### config.mk
export PLATFORM = sky130hd
export DESIGN_NAME = qte_isqrt
export DESIGN_NICKNAME = d
export VERILOG_FILES = /design/src/qte_pkg.sv /design/src/qte_isqrt.sv
export SDC_FILE = /design/constraint.sdc
export NUM_CORES = 2
export LEC_CHECK = 0
export BUFFER_PORTS_ARGS = -buffer_cell sky130_fd_sc_hd__buf_2
export CAP_MARGIN = 5
export CORE_ASPECT_RATIO = 1.4
export CORE_MARGIN = 2
export CORE_UTILIZATION = 64
export DETAILED_ROUTE_END_ITERATION = 16
export PLACE_DENSITY = 0.8
export SLEW_MARGIN = 25
export SYNTH_ARGS = -nofsm -noshare
export SYNTH_HDL_FRONTEND = slang
export SYNTH_SLANG_ARGS = --single-unit
export TNS_END_PERCENT = 30
### constraint.sdc
create_clock -name clk -period 5.9 [get_ports clk]
set_input_delay 0.885 -clock clk [delete_from_list [all_inputs] [get_ports clk]]
set_output_delay 0.885 -clock clk [all_outputs]
set_load 0.05 [all_outputs]
### src/qte_pkg.sv
// ----------------------------------------------------------------------------
// qte_pkg
// Shared widths and the CORDIC arctangent table for the quaternion to
// ZYX Euler angle converter.
// ----------------------------------------------------------------------------
package qte_pkg;

    // CORDIC datapath width: Q28 operands of up to 34 bits plus gain headroom
    localparam int CORDIC_W = 38;
    // operand widths after the sums of products
    localparam int SUM_W    = 34;
    // pitch argument saturated to +/- 2^28
    localparam int SARG_W   = 30;
    localparam int SMAG_W   = 29;
    // square root: radicand up to 2^56, root up to 2^28
    localparam int RAD_W    = 57;
    localparam int ROOT_W   = 29;
    localparam int ANGLE_W  = 16;
    localparam int ACC_W    = 32;
    localparam int TAB_LEN  = 24;

    localparam logic signed [SUM_W-1:0] Q28_ONE   = SUM_W'(64'sd1 <<< 28);
    localparam logic signed [ANGLE_W-1:0] PITCH_MAX = 16'sd16384;
    localparam logic signed [ANGLE_W-1:0] PITCH_MIN = -16'sd16384;

    typedef logic signed [ANGLE_W-1:0] angle_t;

    // round(atan(2^-i) * 2^31 / pi)
    function automatic logic [ACC_W-1:0] atan_entry(input int idx);
        logic [ACC_W-1:0] v;
        begin
            case (idx)
                0:       v = 32'h20000000;
                1:       v = 32'h12E4051E;
                2:       v = 32'h09FB385B;
                3:       v = 32'h051111D4;
                4:       v = 32'h028B0D43;
                5:       v = 32'h0145D7E1;
                6:       v = 32'h00A2F61E;
                7:       v = 32'h00517C55;
                8:       v = 32'h0028BE53;
                9:       v = 32'h00145F2F;
                10:      v = 32'h000A2F98;
                11:      v = 32'h000517CC;
                12:      v = 32'h00028BE6;
                13:      v = 32'h000145F3;
                14:      v = 32'h0000A2F9;
                15:      v = 32'h0000517C;
                16:      v = 32'h000028BE;
                17:      v = 32'h0000145F;
                18:      v = 32'h00000A2F;
                19:      v = 32'h00000517;
                20:      v = 32'h0000028B;
                21:      v = 32'h00000145;
                22:      v = 32'h000000A2;
                23:      v = 32'h00000051;
                default: v = 32'h00000000;
            endcase
            return v;
        end
    endfunction

endpackage

### src/qte_isqrt.sv
// ----------------------------------------------------------------------------
// qte_isqrt
// Pipelined floor square root, one root bit per stage.
// ----------------------------------------------------------------------------
module qte_isqrt (
    input  logic                          clk,
    input  logic                          en,
    input  logic [qte_pkg::RAD_W-1:0]     radicand,
    output logic [qte_pkg::ROOT_W-1:0]    root
);
    import qte_pkg::*;

    logic [RAD_W-1:0]  rem_reg  [0:ROOT_W-1];
    logic [ROOT_W-1:0] root_reg [0:ROOT_W-1];

    genvar k;
    generate
        for (k = 0; k < ROOT_W; k++)
        begin : g_bit
            localparam int B = ROOT_W - 1 - k;
            logic [RAD_W-1:0]  rem_cur;
            logic [ROOT_W-1:0] root_cur;
            logic [RAD_W:0]    d;

            if (k == 0)
            begin : g_first
                assign rem_cur  = radicand;
                assign root_cur = '0;
            end
            else
            begin : g_rest
                assign rem_cur  = rem_reg[k-1];
                assign root_cur = root_reg[k-1];
            end

            // (root + 2^B)^2 - root^2
            assign d = ((RAD_W+1)'(root_cur) << (B + 1)) + ((RAD_W+1)'(1) << (2 * B));

            always_ff @(posedge clk)
            begin
                if (en)
                begin
                    if ({1'b0, rem_cur} >= d)
                    begin
                        rem_reg[k]  <= RAD_W'({1'b0, rem_cur} - d);
                        root_reg[k] <= root_cur | (ROOT_W'(1) << B);
                    end
                    else
                    begin
                        rem_reg[k]  <= rem_cur;
                        root_reg[k] <= root_cur;
                    end
                end
            end
        end
    endgenerate

    assign root = root_reg[ROOT_W-1];

endmodule

==> results.cfg <==
[clock_network]
cts_tree = yes
hold_buffers = 0
cts_root_buffer = clkbuf_16
cts.clk_slew.worst_paths_ps = 70
clk_path_buf_depth = 3
cts-resized-gates = 0
htreeDepth = 4
worstSkewPairLatency_ps = 900
clock-sinks = 2031
post_cts_buffers = 0
cts-buffers-inserted = 187

[setup_path]
critPathLaunchType = register
worstPathMaxFanout = 9
required_ps = 6510
worst-setup-path-type = reg2reg
end_kind = register
crit_arrival_ps = 5410

[logic_synthesis]
synth_fa_ha_area_share_pct = 5.85
synthCells = 8041
syn_nets = 8561
synth.area.mux_share_pct = 0.576
synthArstFlopShare_pct = 0
synth_warnings = 0
synth_area_per_cell_um2 = 12.3
syn-cell-area_um2 = 98800
synth.distinct_cells = 87
synthXorXnorAreaFrac_pct = 6.26
ys_seq_area_share_pct = 61.7
synth-compound-area-share_pct = 9.53
synth_edf_count = 2031
yosys.area_share.simple_pct = 13.1
synth_seq_cells = 2031
synth_ff_type = edfxtp_1
synth_top_family_by_area = simple AND/OR/NAND/NOR gates

[grt]
grt_usage_pct = 37.5
grt_start_max_net_pins = 204
antenna_found_initial = 17
overflow = 0
grt_pass1_vias = 69400
grt_pass1_wl_um = 427000

[power_and_ir_drop]
p_leak_nw = 40.6
total_power_mw = 42.3
irDropWorstVdd_v = 0.000563
power_density_nw_per_um2 = 390

[placed_design]
portBuffers = 87
hpwl_um = 218000
gp_congestion = 1.10

[timing]
tightest_slew_ps = 1260
fin_crit_sh_pct = 81.5
skew_ps = 79.2
finalHoldViolCount = 0
rsz0062_at_grt = false
slew_headroom_pct = 15.3
drv_slew = 0
period_needed_ps = 4810
setup_tns_ps = 0
setup_violations = 0
max_freq_ghz = 0.208

[routing]
wl_per_cell_um = 28.1
detail_route.first_pass.iterations = 12
wirelength_um = 293000
route.detailed.drc = 0
postRouteAntennaNets = 0
viasPerCell = 6.46
routed-via-count = 67400
drt_iter0_markers = 5704

[floorplanning]
num_rows = 170
dieArea_um2 = 158000
die_h_um = 469
ios = 88
die_width_um = 336
start_util_pct = 64.4
core_area_um2 = 153000

[worst_hold_path]
hp-class = in2reg

[final_layout]
largest_register_ffs = 1596
fin_util_pct = 70.7
drive_gt1_share_pct = 7.19
syn_to_final_growth_pct = 9.70
fin_nets = 8723

[run]
maxCapViolations = 0

[status]
status = finished clean
## area by class of cell
type	count	area, um^2
timing repair buffer	181	1230
sequential	2031	61000
antenna	9	22.5
clock buffer	215	4780
clock inverter	129	1630
inverter	564	2120
tap	2064	2580
fill	10100	45000
multi-input combinational	5238	35000
## power by group
part	switching [mW]	internal, mW	leakage (nW)	total (mW)
Clock	5.71	6.98	3.08	12.7
Sequential	1.67	18.3	19.5	20.0
Combinational	6.06	3.57	18.0	9.62
## cell families (layout without fill, tap and decap cells)
family / Yosys count / count (layout)
buffers and inverters: 772 / 1089
DFF: 2031 / 2031
muxes: 50 / 50
xor gates and xnor gates: 706 / 706
other: 0 / 9
and+or+nand+nor: 2497 / 2497
adders and majority gates: 461 / 461
AOI/OAI and AO/OA: 1524 / 1524
## cells in the mapped netlist (10+ instances only)
| cell type | number | area [um^2] |
|---|---|---|
| or2_2 | 35 | 219 |
| inv_1 | 564 | 2120 |
| nor3b_1 | 14 | 105 |
| a311oi_1 | 10 | 87.6 |
| or3_1 | 81 | 507 |
| xor2_1 | 334 | 2930 |
| nand3_1 | 167 | 836 |
| nor2b_1 | 63 | 394 |
| nand4b_1 | 34 | 298 |
| a21boi_0 | 29 | 218 |
| and4b_1 | 12 | 120 |
| nand2_1 | 639 | 2400 |
| nor3_1 | 225 | 1130 |
| and2_1 | 24 | 150 |
| buf_2 | 11 | 55.1 |
| clkbuf_1 | 184 | 691 |
| o21ai_0 | 457 | 2290 |
| a41oi_1 | 10 | 87.6 |
| nor2_1 | 469 | 1760 |
| or4_1 | 47 | 353 |
| nand3b_1 | 29 | 218 |
| nor4b_1 | 53 | 464 |
| a21o_1 | 195 | 1460 |
| a31oi_1 | 45 | 282 |
| xnor2_1 | 372 | 3260 |
| nand2b_1 | 85 | 532 |
| mux2_2 | 39 | 439 |
| and4_1 | 17 | 149 |
| o211ai_1 | 45 | 338 |
| o31a_1 | 11 | 96.3 |
| nor4bb_1 | 12 | 120 |
| a21oi_1 | 429 | 2150 |
| a211oi_1 | 39 | 293 |
| a2111oi_0 | 12 | 105 |
| o31ai_1 | 25 | 188 |
| ha_1 | 460 | 5760 |
| o21bai_1 | 37 | 278 |
| o21a_1 | 70 | 526 |
| nand4_1 | 140 | 876 |
| edfxtp_1 | 2031 | 61000 |
| nor4_1 | 275 | 1720 |
| and3_1 | 47 | 294 |
## layout by cell type, fill, tap and decap left out, types with 53 or more instances in the layout
master	n
a21oi_1	428
buf_2	86
nor3_1	223
nor2_1	467
nand2_1	639
clkbuf_16	187
a21o_1	195
o21a_1	70
xor2_1	334
nand4_1	140
nand3_1	167
o21ai_0	456
inv_1	564
or3_1	81
nor2b_1	63
buf_4	87
nor4b_1	53
xnor2_1	372
edfxtp_1	2031
nor4_1	264
nand2b_1	85
ha_1	460
## through the flow
step	instances	area, um^2	hold WS, ps	setup slack, ps
floorplan	8041	98800	417	1160
global placement	10100	102000	424	1290
detailed placement	10100	102000	426	1290
CTS	10400	108000	104	1240
global route	10400	108000	131	979
finish	10400	108000	143	1090
## final timing paths
path / slack, ps / depth (start not counted) / endpoint / startpoint
max reg2reg: 1090 / 9 / rem_reg[1][215] / rem_reg[1][134]
max: 1090 / 9 / rem_reg[1][215] / rem_reg[1][134]
min: 140 / 1 / rem_reg[0][33] / radicand[33]
min reg2reg: 390 / 0 / root_reg[1][246] / root_reg[1][217]
## critical path, cell delays in order (launching register included)
cell and delay (ps):
edfxtp_1 400, ha_1 720, nor4bb_1 960, nand4_1 210
nor2_2 750, a21oi_1 260, o211ai_1 200, o211ai_1 430
nor4bb_1 500, xor2_1 110
## routing by layer
layer  vias to the layer above  track usage (%)  routed length, um
met1                     32400             29.3              78600
met4                        10             40.4              37600
met3                      1366             6.09              14700
met2                      3248             72.7             162000
li1                      30400                -                  -
met5                         -                0                 59
Power figures use the tool's default switching activity.
